<file path="src/rtl/core/gwwm_pkg.sv">
`timescale 1ns / 1ps
// ----------------------------------------------------------------------------
// Greedy word-wrap measure package
// Command codes, character constants and the saturating add shared by the
// text measuring core.
// ----------------------------------------------------------------------------
package gwwm_pkg;

    localparam int ADVANCE_BITS_DEFAULT = 8;

    localparam int GLYPH_COUNT = 95;
    localparam int GLYPH_IDX_BITS = $clog2(GLYPH_COUNT);

    localparam logic [7:0] GLYPH_FIRST = 8'd32;
    localparam logic [7:0] GLYPH_END = 8'd127;
    localparam logic [7:0] CH_SPACE = 8'd32;
    localparam logic [7:0] CH_NEWLINE = 8'd10;

    localparam int DIM_BITS = 16;
    localparam logic [DIM_BITS-1:0] DIM_MAX = '1;

    localparam logic [1:0] CMD_LOAD = 2'd0;
    localparam logic [1:0] CMD_CHAR = 2'd1;
    localparam logic [1:0] CMD_END = 2'd2;

    localparam logic CFG_WRAP_LIMIT = 1'b0;
    localparam logic CFG_ROW_HEIGHT = 1'b1;

    typedef logic [DIM_BITS-1:0] dim_t;

    function automatic dim_t sat_add(input dim_t a, input dim_t b);
        logic [DIM_BITS:0] sum;
        sum = {1'b0, a} + {1'b0, b};
        return sum[DIM_BITS] ? DIM_MAX : sum[DIM_BITS-1:0];
    endfunction

endpackage

</file>
<file path="src/rtl/core/greedy_word_wrap_measure_top.sv">
`timescale 1ns / 1ps
// ----------------------------------------------------------------------------
// Greedy word-wrap measure
// Measures the bounding box of greedily wrapped text, one byte per beat, using
// a loadable table of glyph advances.
// ----------------------------------------------------------------------------
//  Channel  Signals                              Beat contents
//  in       in_valid, in_stall                   cmd, code, advance_value
//  out      out_valid, out_stall                 text_width, text_height
//  cfg      cfg_valid, cfg_ready                 cfg_index, cfg_data
//
//  One beat is taken every cycle unless an end command is held in the input register;
//  a beat waits there while the advance table is read, and the running sums update from it.
//  An end command's result is registered on the output when the command leaves the input register.
//  Reset clears the advance table through per-entry valid bits and all sums.
//  An end command waits in the input register while an earlier result is
//  stalled on the output, and the input stalls behind it.
// ----------------------------------------------------------------------------
module greedy_word_wrap_measure_top #(
    parameter int ADVANCE_BITS = gwwm_pkg::ADVANCE_BITS_DEFAULT
) (
    input  logic        clk,
    input  logic        rst_n,
    input  logic        in_valid,
    output logic        in_stall,
    input  logic [1:0]  cmd,
    input  logic [7:0]  code,
    input  logic [7:0]  advance_value,
    output logic        out_valid,
    input  logic        out_stall,
    output logic [15:0] text_width,
    output logic [15:0] text_height,
    input  logic        cfg_valid,
    output logic        cfg_ready,
    input  logic        cfg_index,
    input  logic [15:0] cfg_data
);

    localparam int IDX_BITS = gwwm_pkg::GLYPH_IDX_BITS;

    logic [ADVANCE_BITS-1:0] adv_mem [gwwm_pkg::GLYPH_COUNT];
    logic [gwwm_pkg::GLYPH_COUNT-1:0] adv_vld_reg;
    logic [ADVANCE_BITS-1:0] rd_data_reg;
    logic rd_vld_reg;

    logic in_accept;
    logic in_print;
    logic [IDX_BITS-1:0] in_idx;
    logic [7:0] in_off;

    logic s1_valid_reg;
    logic [1:0] s1_cmd_reg;
    logic [7:0] s1_code_reg;
    logic s1_print_reg;
    logic s1_fire;

    logic [15:0] wrap_limit_reg;
    logic [7:0] row_height_reg;

    gwwm_pkg::dim_t word_width_reg, word_width_next;
    logic word_open_reg, word_open_next;
    gwwm_pkg::dim_t line_width_reg, line_width_next;
    logic line_open_reg, line_open_next;
    gwwm_pkg::dim_t widest_reg, widest_next;
    gwwm_pkg::dim_t height_reg, height_next;

    logic out_valid_reg;
    gwwm_pkg::dim_t out_width_reg, out_height_reg;

    gwwm_pkg::dim_t adv;
    gwwm_pkg::dim_t word_grown;
    gwwm_pkg::dim_t cw_word;
    logic [16:0] trial_sum;
    logic do_wrap;
    gwwm_pkg::dim_t line1, widest1, height1;
    gwwm_pkg::dim_t widest2, height2;
    logic is_nl, is_space;

    assign in_off = code - gwwm_pkg::GLYPH_FIRST;
    assign in_idx = in_off[IDX_BITS-1:0];
    assign in_print = (code >= gwwm_pkg::GLYPH_FIRST) && (code < gwwm_pkg::GLYPH_END);
    assign s1_fire = s1_valid_reg
        && ((s1_cmd_reg != gwwm_pkg::CMD_END) || !out_valid_reg || !out_stall);
    assign in_stall = s1_valid_reg && !s1_fire;
    assign in_accept = in_valid && !in_stall;
    assign cfg_ready = 1'b1;

    always_ff @(posedge clk)
    begin
        if (in_accept && (cmd == gwwm_pkg::CMD_LOAD) && in_print)
        begin
            adv_mem[in_idx] <= ADVANCE_BITS'(advance_value);
        end
        if (in_accept && in_print)
        begin
            rd_data_reg <= adv_mem[in_idx];
        end
    end

    always_ff @(posedge clk or negedge rst_n)
    begin
        if (!rst_n)
        begin
            adv_vld_reg <= '0;
            rd_vld_reg <= 1'b0;
        end
        else if (in_accept)
        begin
            rd_vld_reg <= in_print ? adv_vld_reg[in_idx] : 1'b0;
            if ((cmd == gwwm_pkg::CMD_LOAD) && in_print)
            begin
                adv_vld_reg[in_idx] <= 1'b1;
            end
        end
    end

    always_ff @(posedge clk or negedge rst_n)
    begin
        if (!rst_n)
        begin
            s1_valid_reg <= 1'b0;
        end
        else if (in_accept)
        begin
            s1_valid_reg <= 1'b1;
        end
        else if (s1_fire)
        begin
            s1_valid_reg <= 1'b0;
        end
    end

    always_ff @(posedge clk)
    begin
        if (in_accept)
        begin
            s1_cmd_reg <= cmd;
            s1_code_reg <= code;
            s1_print_reg <= in_print;
        end
    end

    always_ff @(posedge clk or negedge rst_n)
    begin
        if (!rst_n)
        begin
            wrap_limit_reg <= '0;
            row_height_reg <= 8'd16;
        end
        else if (cfg_valid && cfg_ready)
        begin
            unique case (cfg_index)
                gwwm_pkg::CFG_WRAP_LIMIT: wrap_limit_reg <= cfg_data;
                gwwm_pkg::CFG_ROW_HEIGHT: row_height_reg <= cfg_data[7:0];
                default: ;
            endcase
        end
    end

    always_comb
    begin
        is_nl = (s1_code_reg == gwwm_pkg::CH_NEWLINE);
        is_space = (s1_code_reg == gwwm_pkg::CH_SPACE);
        adv = (s1_print_reg && rd_vld_reg) ? 16'(rd_data_reg) : '0;
        word_grown = gwwm_pkg::sat_add(word_width_reg, adv);
        cw_word = (s1_cmd_reg == gwwm_pkg::CMD_CHAR) ? word_grown : word_width_reg;

        trial_sum = {1'b0, line_width_reg} + {1'b0, cw_word};
        do_wrap = line_open_reg && (wrap_limit_reg != '0)
            && (trial_sum > {1'b0, wrap_limit_reg});

        line1 = line_width_reg;
        widest1 = widest_reg;
        height1 = height_reg;
        if ((s1_cmd_reg == gwwm_pkg::CMD_CHAR && is_space) || word_open_reg)
        begin
            if (do_wrap)
            begin
                widest1 = (line_width_reg > widest_reg) ? line_width_reg : widest_reg;
                height1 = gwwm_pkg::sat_add(height_reg, 16'(row_height_reg));
                line1 = cw_word;
            end
            else
            begin
                line1 = gwwm_pkg::sat_add(line_width_reg, cw_word);
            end
        end
        widest2 = (line1 > widest1) ? line1 : widest1;
        height2 = gwwm_pkg::sat_add(height1, 16'(row_height_reg));

        word_width_next = word_width_reg;
        word_open_next = word_open_reg;
        line_width_next = line_width_reg;
        line_open_next = line_open_reg;
        widest_next = widest_reg;
        height_next = height_reg;
        case (s1_cmd_reg)
            gwwm_pkg::CMD_CHAR:
            begin
                if (is_nl)
                begin
                    word_width_next = '0;
                    word_open_next = 1'b0;
                    line_width_next = '0;
                    line_open_next = 1'b0;
                    widest_next = widest2;
                    height_next = height2;
                end
                else if (is_space)
                begin
                    word_width_next = '0;
                    word_open_next = 1'b0;
                    line_width_next = line1;
                    line_open_next = 1'b1;
                    widest_next = widest1;
                    height_next = height1;
                end
                else
                begin
                    word_width_next = word_grown;
                    word_open_next = 1'b1;
                end
            end
            gwwm_pkg::CMD_END:
            begin
                word_width_next = '0;
                word_open_next = 1'b0;
                line_width_next = '0;
                line_open_next = 1'b0;
                widest_next = '0;
                height_next = '0;
            end
            default: ;
        endcase
    end

    always_ff @(posedge clk or negedge rst_n)
    begin
        if (!rst_n)
        begin
            word_width_reg <= '0;
            word_open_reg <= 1'b0;
            line_width_reg <= '0;
            line_open_reg <= 1'b0;
            widest_reg <= '0;
            height_reg <= '0;
        end
        else if (s1_fire)
        begin
            word_width_reg <= word_width_next;
            word_open_reg <= word_open_next;
            line_width_reg <= line_width_next;
            line_open_reg <= line_open_next;
            widest_reg <= widest_next;
            height_reg <= height_next;
        end
    end

    always_ff @(posedge clk or negedge rst_n)
    begin
        if (!rst_n)
        begin
            out_valid_reg <= 1'b0;
        end
        else if (s1_fire && (s1_cmd_reg == gwwm_pkg::CMD_END))
        begin
            out_valid_reg <= 1'b1;
        end
        else if (!out_stall)
        begin
            out_valid_reg <= 1'b0;
        end
    end

    always_ff @(posedge clk)
    begin
        if (s1_fire && (s1_cmd_reg == gwwm_pkg::CMD_END))
        begin
            out_width_reg <= widest2;
            out_height_reg <= height2;
        end
    end

    assign out_valid = out_valid_reg;
    assign text_width = out_width_reg;
    assign text_height = out_height_reg;

    a_end_gives_result: assert property (@(posedge clk) disable iff (!rst_n)
        s1_fire && (s1_cmd_reg == gwwm_pkg::CMD_END) |=> out_valid_reg)
        else $error("end command did not produce a result");

    a_end_clears: assert property (@(posedge clk) disable iff (!rst_n)
        s1_fire && (s1_cmd_reg == gwwm_pkg::CMD_END)
        |=> !line_open_reg && !word_open_reg && (height_reg == '0))
        else $error("running state not cleared after end command");

    a_stall_needs_item: assert property (@(posedge clk) disable iff (!rst_n)
        in_stall |-> s1_valid_reg && (s1_cmd_reg == gwwm_pkg::CMD_END))
        else $error("input stalled without a blocked end command");

    a_result_from_end: assert property (@(posedge clk) disable iff (!rst_n)
        $rose(out_valid_reg) |-> $past(s1_fire) && ($past(s1_cmd_reg) == gwwm_pkg::CMD_END))
        else $error("result appeared without an end command");

    a_close_line_height: assert property (@(posedge clk) disable iff (!rst_n)
        s1_fire && (s1_cmd_reg == gwwm_pkg::CMD_CHAR) && (s1_code_reg == gwwm_pkg::CH_NEWLINE)
        |=> !line_open_reg && (line_width_reg == '0))
        else $error("newline did not close the line");

endmodule

</file>
<file path="config.mk">
export PLATFORM = sky130hd
export DESIGN_NAME = greedy_word_wrap_measure_top
export DESIGN_NICKNAME = d
export VERILOG_FILES = /design/src/rtl/core/gwwm_pkg.sv /design/src/rtl/core/greedy_word_wrap_measure_top.sv
export SDC_FILE = /design/constraint.sdc
export NUM_CORES = 1
export LEC_CHECK = 0
export BUFFER_PORTS_ARGS = -buffer_cell sky130_fd_sc_hd__buf_2
export CORE_ASPECT_RATIO = 1.75
export CORE_MARGIN = 2
export CORE_UTILIZATION = 57
export CTS_CLUSTER_DIAMETER = 40
export DETAILED_ROUTE_END_ITERATION = 10
export PLACE_DENSITY_LB_ADDON = 0.3
export REMOVE_ABC_BUFFERS = 1
export SYNTH_ARGS = -nofsm -noshare
export SYNTH_HDL_FRONTEND = slang
export SYNTH_SLANG_ARGS = --single-unit
</file>
<file path="constraint.sdc">
create_clock -name clk -period 8.43 [get_ports clk]
set_input_delay 1.686 -clock clk [delete_from_list [all_inputs] [get_ports clk]]
set_output_delay 1.686 -clock clk [all_outputs]
set_load 0.03 [all_outputs]
</file>
# Word-level counts from Yosys, hierarchy flattened
# Memories as Yosys holds them, arrays and structs flattened. A register that Yosys moved wholly into a read port is not among the register bits.
# Cells that the tools add are included.
# classes
magnitude_cmp	7
addsub	5
muxes	43
bitwise	2
n_eq_ne	7
n_reduce_logical	30
# ops
cell	n
$mux W16	21
$pmux W16 S2	4
$or A95 B95 Y95	1
$add A16 B8 Y17	3
$gt A16 B16 Y1	2
$add A16 B16 Y17	1
$gt A17 B16 Y1	1
$reduce_bool A16 Y1	1
$logic_and A1 B1 Y1	14
$mux W1	13
$eq A8 B4 Y1 const B	1
$eq A8 B6 Y1 const B	1
$ge A8 B6 Y1 const B	1
$lt A7 B8 Y1 const B	1
$lt A8 B7 Y1 const B	1
$mux W8	1
$reduce_and A2 Y1	4
$bmux W1 S7	1
$demux W1 S7	1
$ge A7 B1 Y1 const B	1
$sub A7 B6 Y7 const B	1
$logic_not A1 Y1	4
$pmux W1 S2	2
$reduce_bool A2 Y1	2
other kinds (9)	11
# word_totals
wordCells	112
ramBits	760
ff_bits	231
memories	1
inputBits	40
output_inout_bits	35
# mem_list
name	depth	width	rd	rd_clocked_by_memory_dff	write_ports	line_no	text
adv_mem	95	8	1	1	1	greedy_word_wrap_measure_top.sv:41	logic [ADVANCE_BITS-1:0] adv_mem [gwwm_pkg::GLYPH_COUNT];

# Logic depth before layout (Yosys ltp)
# Gate-level depths: netlist of run 1.
# logic_depth
word_depth	14
mapped_depth	44
depth_no_buf	41

# Least setup slack after synthesis of run 1
# Ideal clock, no wire load.
# synth_path
path_kind	register to register
startpoint	register s1_print_reg
endpoint	register out_height_reg[10] (netlist: text_height[10]) (data pin)
path_slack_ns	-0.270
n_path_buf	4
required_ns	8.296
path_stages_with_launch	45
arrival_ns	8.566
setup_ns	0.134
period_less_slack_ns	8.700
path_cell_list	edfxtp_1 -> and3_1 -> ha_1 -> fa_1 -> a21o_1 -> a21o_1 -> a21oi_1 -> or2_2 -> nor3_1 -> nor3b_1 -> nor2_1 -> ha_1 -> inv_1 -> fa_1 -> nor2b_1 -> o31a_1 -> o31a_1 -> o21a_1 -> [... 9 more ...] -> clkbuf_1 -> buf_1 -> nor2_1 -> a21oi_1 -> ha_1 -> inv_1 -> fa_1 -> nor2b_1 -> o21ai_0 -> a21oi_1 -> o21ai_0 -> a21oi_1 -> o21ai_0 -> a211oi_2 -> nand4_2 -> clkbuf_1 -> clkbuf_1 -> nand2_1
# synth_via
elab_chain_len	12
# synth_rtl
item	line_no	text
start: declaration	greedy_word_wrap_measure_top.sv:54	logic s1_print_reg;
start signal: assignment	greedy_word_wrap_measure_top.sv:139	s1_print_reg <= in_print;
$logic_and A1 B1 Y1	greedy_word_wrap_measure_top.sv:164	adv = (s1_print_reg && rd_vld_reg) ? 16'(rd_data_reg) : '0;
$mux W8	greedy_word_wrap_measure_top.sv:164	
$add A16 B8 Y17	gwwm_pkg.sv:33	sum = {1'b0, a} + {1'b0, b};
$mux W16	gwwm_pkg.sv:34	return sum[DIM_BITS] ? DIM_MAX : sum[DIM_BITS-1:0];
$mux W16	greedy_word_wrap_measure_top.sv:166	cw_word = (s1_cmd_reg == gwwm_pkg::CMD_CHAR) ? word_grown : word_width_reg;
$add A16 B16 Y17	greedy_word_wrap_measure_top.sv:168	trial_sum = {1'b0, line_width_reg} + {1'b0, cw_word};
$gt A17 B16 Y1	greedy_word_wrap_measure_top.sv:170	&& (trial_sum > {1'b0, wrap_limit_reg});
$logic_and A1 B1 Y1	greedy_word_wrap_measure_top.sv:170	
$mux W16	greedy_word_wrap_measure_top.sv:177	if (do_wrap)
$mux W16	greedy_word_wrap_measure_top.sv:175	if ((s1_cmd_reg == gwwm_pkg::CMD_CHAR && is_space) || word_open_reg)
$add A16 B8 Y17	gwwm_pkg.sv:33	
$mux W16	gwwm_pkg.sv:34	
net height2[10]	greedy_word_wrap_measure_top.sv:76	gwwm_pkg::dim_t widest2, height2;
end signal: assignment	greedy_word_wrap_measure_top.sv:280	out_height_reg <= height2;
end: declaration	greedy_word_wrap_measure_top.sv:68	gwwm_pkg::dim_t out_width_reg, out_height_reg;
# The timed path passes the listed nets, and every way through them passes these cells.
# A chain may end at the register's enable or synchronous reset.

# Worst setup path after layout of run 1
# layout_path
startpoint	register s1_print_reg
endpoint	register widest_reg[4]
# layout_via
elab_chain_len	14
word_cells_on_any_way	18
cone_classes	add/sub: 2; order compare: 2; mux: 12; reduce/logical: 2
# layout_rtl
item	line_no	text
$logic_and A1 B1 Y1 (*)	greedy_word_wrap_measure_top.sv:164	
$mux W8 (*)	greedy_word_wrap_measure_top.sv:164	
$add A16 B8 Y17 (*)	gwwm_pkg.sv:33	
$mux W16 (*)	gwwm_pkg.sv:34	
$mux W16 (*)	greedy_word_wrap_measure_top.sv:166	
$add A16 B16 Y17	gwwm_pkg.sv:33, greedy_word_wrap_measure_top.sv:168	
$gt A17 B16 Y1	greedy_word_wrap_measure_top.sv:170	
$logic_and A1 B1 Y1	greedy_word_wrap_measure_top.sv:170	
$mux W16	greedy_word_wrap_measure_top.sv:177	
$mux W16	greedy_word_wrap_measure_top.sv:175	
$gt A16 B16 Y1	greedy_word_wrap_measure_top.sv:188	widest2 = (line1 > widest1) ? line1 : widest1;
$mux W16	greedy_word_wrap_measure_top.sv:188	
$mux W16 (*)	greedy_word_wrap_measure_top.sv:200	if (is_nl)
$pmux W16 S2 (*)	greedy_word_wrap_measure_top.sv:197	case (s1_cmd_reg)
end signal: assignment	greedy_word_wrap_measure_top.sv:254	widest_reg <= widest_next;
end: declaration	greedy_word_wrap_measure_top.sv:64	gwwm_pkg::dim_t widest_reg, widest_next;
# Mark *: on every way between the ends. The rest lies on a longest branch, timed or not. The select of a mux whose other input is x is not followed.

==> flow_summary.yaml, run 1 <==
setup_path:
  worst_setup_path_start_kind: "flip-flop"
  worstPathRequired_ps: 8990
  critical_path.reg2reg.startpoint: "s1_print_reg"
  worst-path-max-fanout: 5
  worstSetupEndpointType: "flip-flop"
  timing.critical_path.from: "s1_print_reg"
  critical_path.slowest_cell: "or4_4"
  worstSetupPathType: "flip-flop to flip-flop"
  critical-path-max-stage-delay_ps: 550
  worst_ep_arrival_time_ps: 9010
finish:
  final_cells: 4282
  multiInputGateArea_um2: 12900
  final_nets: 3406
  design_area_um2: 49200
  fill_cells: 4965
  final_layout_size_suffix_gt1_share_pct: 22.9
  flip_flop_and_latch_area_um2: 29100
  largest_reg_flops: 760
  areaGrowthSynthToFinish_pct: 17.0
global_route:
  grt_first_pass_wirelength_um: 181000
  number_of_antenna_violations_at_the_first_check_in_global_routing: 3
  grt_pass1_vias: 29600
  grt_start_max_net_pins: 99
  overflow: 0
  gr-usage-all-layers_pct: 32.2
route:
  drtAntennaViolNets: 0
  drt-total-wl_um: 122000
  drt_iter0_drc: 3370
  drcViolationCount: 0
  via_count: 28700
  firstDrtPassIters: 8
  detail_route.vias_per_cell: 6.71
  avg_wl_per_cell_um: 28.5
sta:
  timing_max_transition_violations_final: 0
  setup-violations-final: 2
  fin_ws_ps: -23.0
  min_period_over_period_pct: 100
  hold_viol_final: 0
  final.setup_skew_ps: 31.4
  max_freq_mhz: 118
  slew_headroom_pct: 8.62
  final_period_minus_worst_setup_slack_ps: 8450
  rsz0062_at_grt: "true"
  worst_pin_slew_ps: 1360
yosys:
  seq_area_frac_synth_pct: 69.1
  combined_area_of_all_synthesized_cells_um2: 42000
  yosysMostFrequentCell: "edfxtp_1"
  synth_area_leaders: "edfxtp_1, dfrtp_1, a22oi_1, ha_1, o21ai_0"
  postSynth.asyncResetShare_pct: 18.8
  syn_avg_cell_area_um2: 13.9
  most_used_flip_flop_cell_after_synthesis: "edfxtp_1"
  synth.cells.most_frequent: "edfxtp_1, a22oi_1, dfrtp_1"
  synth.lib_cells_used.distinct: 85
  synth_top_cell_by_area: "edfxtp_1"
  synth_top_cell_area_share_pct: 57.9
  post_syn_instances: 3014
  synth-edff-count: 811
  synthesis_stage_register_bit_count: 999
  yosysWarnings: 0
placement:
  placed_cell_count: 4068
  half_perimeter_wire_length_of_the_detailed_placement_result_um: 76600
  pre_cts_ws_ps: -641
  postPlaceCellArea_um2: 44700
  globalplace.congestion: 0.998
  io_buffers: 73
cts:
  number_of_levels_in_the_clock_h_tree: 3
  clk_transition_reported_paths_ps: 60
  clock-sinks: 999
  cts_buffers: 95
  clock-root-buffer: "clkbuf_16"
  clk_path_buf_depth: 3
  cts_tree: "yes"
  insertion_delay_ps: 700
die:
  placementRows: 131
  ios: 75
  die_width_um: 209
  die_area_um2: 76000
  floorplan.initialDensity_pct: 57.6
  die_h_um: 363
  core_area_um2: 72900
worst_hold_path:
  holdCritStartpoint: "adv_vld_reg[1]"
  min-delay-path-class: "flip-flop to flip-flop"
flow_run:
  max_cap_violations: 0
power:
  leakagePower_nw: 18.1
  share_comb_of_total_power_pct: 18.6
  vdd_drop_max_uv: 170
  pwr-share-clk_pct: 36.3
  power.share.switching_pct: 27.3
  internal-power_w: 0.00902
  powerDensity_nw_per_um2: 252
  net_load_switching_power_w: 0.00338
  power.share.sequential_pct: 45.2
status:
  violations: "negative setup slack"
  run_status: "complete, but fails checks"
## cells by family (layout without fill, tap and decap cells)
logic type	after synthesis	count (layout)	share of synthesized area [%]
multiplexers	81	81	2.29
AO/OA/AOI/OAI	850	851	14.4
other	1	2	0.00892
adder cells (fa/ha/maj)	97	97	2.96
flip-flops	999	999	69.1
XOR/XNOR	32	32	0.667
AND/OR/NAND/NOR	704	704	8.32
buffers and inverters	250	585	2.26
## cell usage in the layout, fill, tap and decap left out, types with 71 or more instances in the layout
cell type,n
edfxtp_1,811
buf_4,218
or2_2,100
clkbuf_16,98
inv_1,82
a22oi_1,282
buf_2,71
ha_1,79
nor2_1,170
nand2_1,169
dfrtp_1,187
o21ai_0,135
nand4_1,89
## metrics by stage
stage               total power (W)  setup TNS, ps  hold slack, ps  util (%)
CTS                          0.0122              0             470      66.4
global route                 0.0128         -13690             481      67.4
detailed placement          0.00766         -25590             454      61.3
finish                       0.0124          -38.0             469      67.4
global placement            0.00761         -10430             447      61.3
floorplan                   0.00672        -363270             434         -
## worst paths after layout
path	endpoint	slack, ps	depth (start not counted)
min in group asynchronous	height_reg[5]	1000	1
worst max-delay path	widest_reg[4]	-20	42
max in group asynchronous	adv_vld_reg[42]	5950	2
worst min-delay path	adv_vld_reg[1]	470	1
worst min register to register	adv_vld_reg[1]	470	1
worst max register to register	widest_reg[4]	-20	42
## worst max-delay path: cells and delay by family (launching register included)
kind	cells	cell delay, ps
buf+inv	7	1040
compound gates	19	3590
mux	1	260
simple gates	11	1950
flops	1	450
fa+ha+maj	4	1010
## what timing repair did
item	4_1_cts	5_1_grt
buffers inserted	13	24
gates resized for setup	59	124
gates cloned	1	0
pin swaps	33	89
hold buffers	0	0
endpoints found under the hold margin	0	0
endpoints found under the setup margin	64	64
## power groups by stage
stage | Combinational (W) | Clock [W] | Sequential, W
floorplan | 0.00106 | 0 | 0.00566
global placement | 0.00192 | 0 | 0.00569
global route | 0.00248 | 0.00471 | 0.00561
CTS | 0.00206 | 0.00453 | 0.00559
finish | 0.00230 | 0.00450 | 0.00561
detailed placement | 0.00196 | 0 | 0.00569
## area by class of cell
type | count | area share, %
Sequential cell | 999 | 59.1
Multi-Input combinational cell | 1766 | 26.1
Clock buffer | 116 | 5.19
Timing Repair Buffer | 320 | 4.96
Tap cell | 931 | 2.37
Clock inverter | 62 | 1.59
Inverter | 87 | 0.664
Antenna cell | 1 | 0.00509
## routing by layer
layer / wire length, um / share of wire, % / up-vias / track usage (%)
met2: 62000 / 51 / 1711 / 56.2
met3: 9280 / 7.6 / 584 / 5.46
met5: 23 / 0.019 / - / 0
met4: 11700 / 9.6 / 4 / 27.2
li1: - / - / 12300 / -
met1: 38900 / 32 / 14100 / 34.1
(Power assumes the default switching activity.)
==> inputs of run 2 (changes only) <==
--- a/config.mk
+++ b/config.mk
@@ -8,7 +8,7 @@
 export BUFFER_PORTS_ARGS = -buffer_cell sky130_fd_sc_hd__buf_2
 export CORE_ASPECT_RATIO = 1.75
 export CORE_MARGIN = 2
-export CORE_UTILIZATION = 57
+export CORE_UTILIZATION = 60
 export CTS_CLUSTER_DIAMETER = 40
 export DETAILED_ROUTE_END_ITERATION = 10
 export PLACE_DENSITY_LB_ADDON = 0.3
==> constraint.sdc (replaced) <==
create_clock -name clk -period 7.8 [get_ports clk]
set_input_delay 1.56 -clock clk [delete_from_list [all_inputs] [get_ports clk]]
set_output_delay 1.56 -clock clk [all_outputs]
set_load 0.03 [all_outputs]
==> run 2 against run 1 <==
The run still ends with negative setup slack left. Hold slack about the same. Global-route usage grew 2.4 points. Clock power up 7.8%. Critical path depth rose by 7. Utilization grew 4.2 points. Cell count increased by 1.1%. Worst setup slack lost 460 ps. Wire length rose by 2.3%. Fmax increased by 2.1%. Register-to-register slack got worse by 460 ps. Sequential cell count unchanged.
==> flow_summary.yaml, run 2 (same netlist as run 1, synthesis figures left out) <==
global_route:
  grt_start_max_net_pins: 102
  number_of_antenna_violations_at_the_first_check_in_global_routing: 3
  grt_pass1_vias: 30200
  grt_first_pass_wirelength_um: 184000
  overflow: 0
  gr-usage-all-layers_pct: 34.7
setup_path:
  worstPathRequired_ps: 8410
  worstSetupPathType: "flip-flop to flip-flop"
  worst-path-max-fanout: 5
  worst_setup_path_start_kind: "flip-flop"
  worst-path-buf-inv: 14
  worst_ep_arrival_time_ps: 8890
  worstSetupEndpointType: "flip-flop"
  critical_path.slowest_cell: "edfxtp_1"
  worst_path_dominant_cell_family: "compound AO/OA/AOI/OAI gates"
  timing.reg2reg.worst_path_depth: 49
  cp_num_cells: 49
  critical-path-max-stage-delay_ps: 410
  cpMostUsedCell: "buf_4"
finish:
  most_frequent_cells_in_the_layout: "edfxtp_1, buf_4, a22oi_1"
  areaGrowthSynthToFinish_pct: 18.5
  multiInputGateArea_um2: 13000
  most_frequent_standard_cell_in_the_layout_excluding_fill_and_tap_cells: "edfxtp_1"
  flip_flop_and_latch_area_um2: 29100
  largest_reg_flops: 760
  final_nets: 3478
  final_layout_size_suffix_gt1_share_pct: 25.0
  final_cells: 4331
  fill_cells: 4424
  design_area_um2: 49800
route:
  drcViolationCount: 0
  via_count: 29200
  drt_iter0_drc: 3227
  firstDrtPassIters: 8
  avg_wl_per_cell_um: 28.8
  detail_route.vias_per_cell: 6.75
  drt-total-wl_um: 125000
  drtAntennaViolNets: 0
cts:
  clock-root-buffer: "clkbuf_16"
  insertion_delay_ps: 690
  cts_buffers: 92
  clk_transition_reported_paths_ps: 60
  clock-sinks: 999
  clk_path_buf_depth: 3
  number_of_levels_in_the_clock_h_tree: 3
  cts_tree: "yes"
  cts_hold_buffers: 0
sta:
  min_period_over_period_pct: 106
  setup-violations-final: 64
  slew_headroom_pct: 5.71
  timing_max_transition_violations_final: 0
  max_freq_mhz: 121
  final_period_minus_worst_setup_slack_ps: 8280
  fin_ws_ps: -480
  final.setup_skew_ps: 28.0
  hold_viol_final: 0
  worst_pin_slew_ps: 1410
  totalNegativeSetupSlack_ps: -23250
  rsz0062_at_grt: "true"
status:
  violations: "negative setup slack"
  run_status: "complete, but fails checks"
worst_hold_path:
  min-delay-path-class: "flip-flop to flip-flop"
  hold_path_depth: 1
die:
  placementRows: 128
  die_width_um: 204
  die_area_um2: 72300
  ios: 75
  die_h_um: 354
  floorplan.initialDensity_pct: 60.5
  core_area_um2: 69500
placement:
  io_buffers: 73
  globalplace.congestion: 0.977
  placed_cell_count: 4077
  half_perimeter_wire_length_of_the_detailed_placement_result_um: 76100
  postPlaceCellArea_um2: 44900
power:
  vdd_drop_max_uv: 252
  powerDensity_nw_per_um2: 274
  leakagePower_nw: 18.4
flow_run:
  max_cap_violations: 0
==> run 2: cell types whose count changed in the layout (fill, tap and decap cells not counted), sizes merged <==
cell,delta
a21oi,-1
buf,+75
bufinv,+1
clkbuf,-2
clkinv,-9
clkinvlp,+4
inv,+1
nor2,+1
==> run 2: per-layer routing <==
| layer | GRT usage (%) | wire [um] | part of all wire (%) | vias to the layer above |
|---|---|---|---|---|
| li1 | - | - | - | 12500 |
| met1 | 37.5 | 39400 | 32 | 14500 |
| met2 | 60.2 | 64500 | 52 | 1733 |
| met3 | 6.77 | 10500 | 8.4 | 524 |
| met4 | 25.4 | 10300 | 8.2 | 4 |
| met5 | 0 | 28 | 0.022 | - |
==> run 2: worst paths after layout <==
kind,slack [ps],start,endpoint
max reg2reg,-480,s1_print_reg,height_reg[4]
max,-480,s1_print_reg,height_reg[4]
min,470,adv_vld_reg[88],adv_vld_reg[88]
max in group asynchronous,5230,rst_n,adv_vld_reg[89]
min reg2reg,470,adv_vld_reg[88],adv_vld_reg[88]
min in group asynchronous,1020,rst_n,height_reg[1]
==> run 2: report_power, final <==
part | switching [W] | internal (W) | total, W
clock | 0.00208 | 0.00277 | 0.00485
combinational | 0.00152 | 0.00121 | 0.00273
sequential | 0.000155 | 0.00590 | 0.00606
total | 0.00376 | 0.00988 | 0.0136
==> run 2: cell type report <==
type | count | area share, %
diodes | 1 | 0.00502
clock buffers | 114 | 5.03
clock inverters | 59 | 1.61
inverters | 87 | 0.656
multi-input cells | 1766 | 26.0
flip-flops and latches | 999 | 58.3
well taps | 910 | 2.29
repair buffers | 395 | 6.05
==> run 2: metrics by stage <==
step / hold WS (ps) / power, W / setup WS (ps) / utilization [%]
6_report: 469 / 0.0136 / -480 / 71.7
5_1_grt: 481 / 0.0140 / -814 / 71.7
4_1_cts: 469 / 0.0134 / -265 / 70.9
3_5_place_dp: 453 / 0.00834 / -935 / 64.6
3_3_place_gp: 449 / 0.00827 / -706 / 64.6
2_1_floorplan: 434 / 0.00726 / -1640 / -
==> run 2: what timing repair did <==
action,CTS,global route
pin swaps,56,68
setup endpoints to repair,64,64
buffers inserted,53,25
gates cloned,2,2
resized for setup,138,82
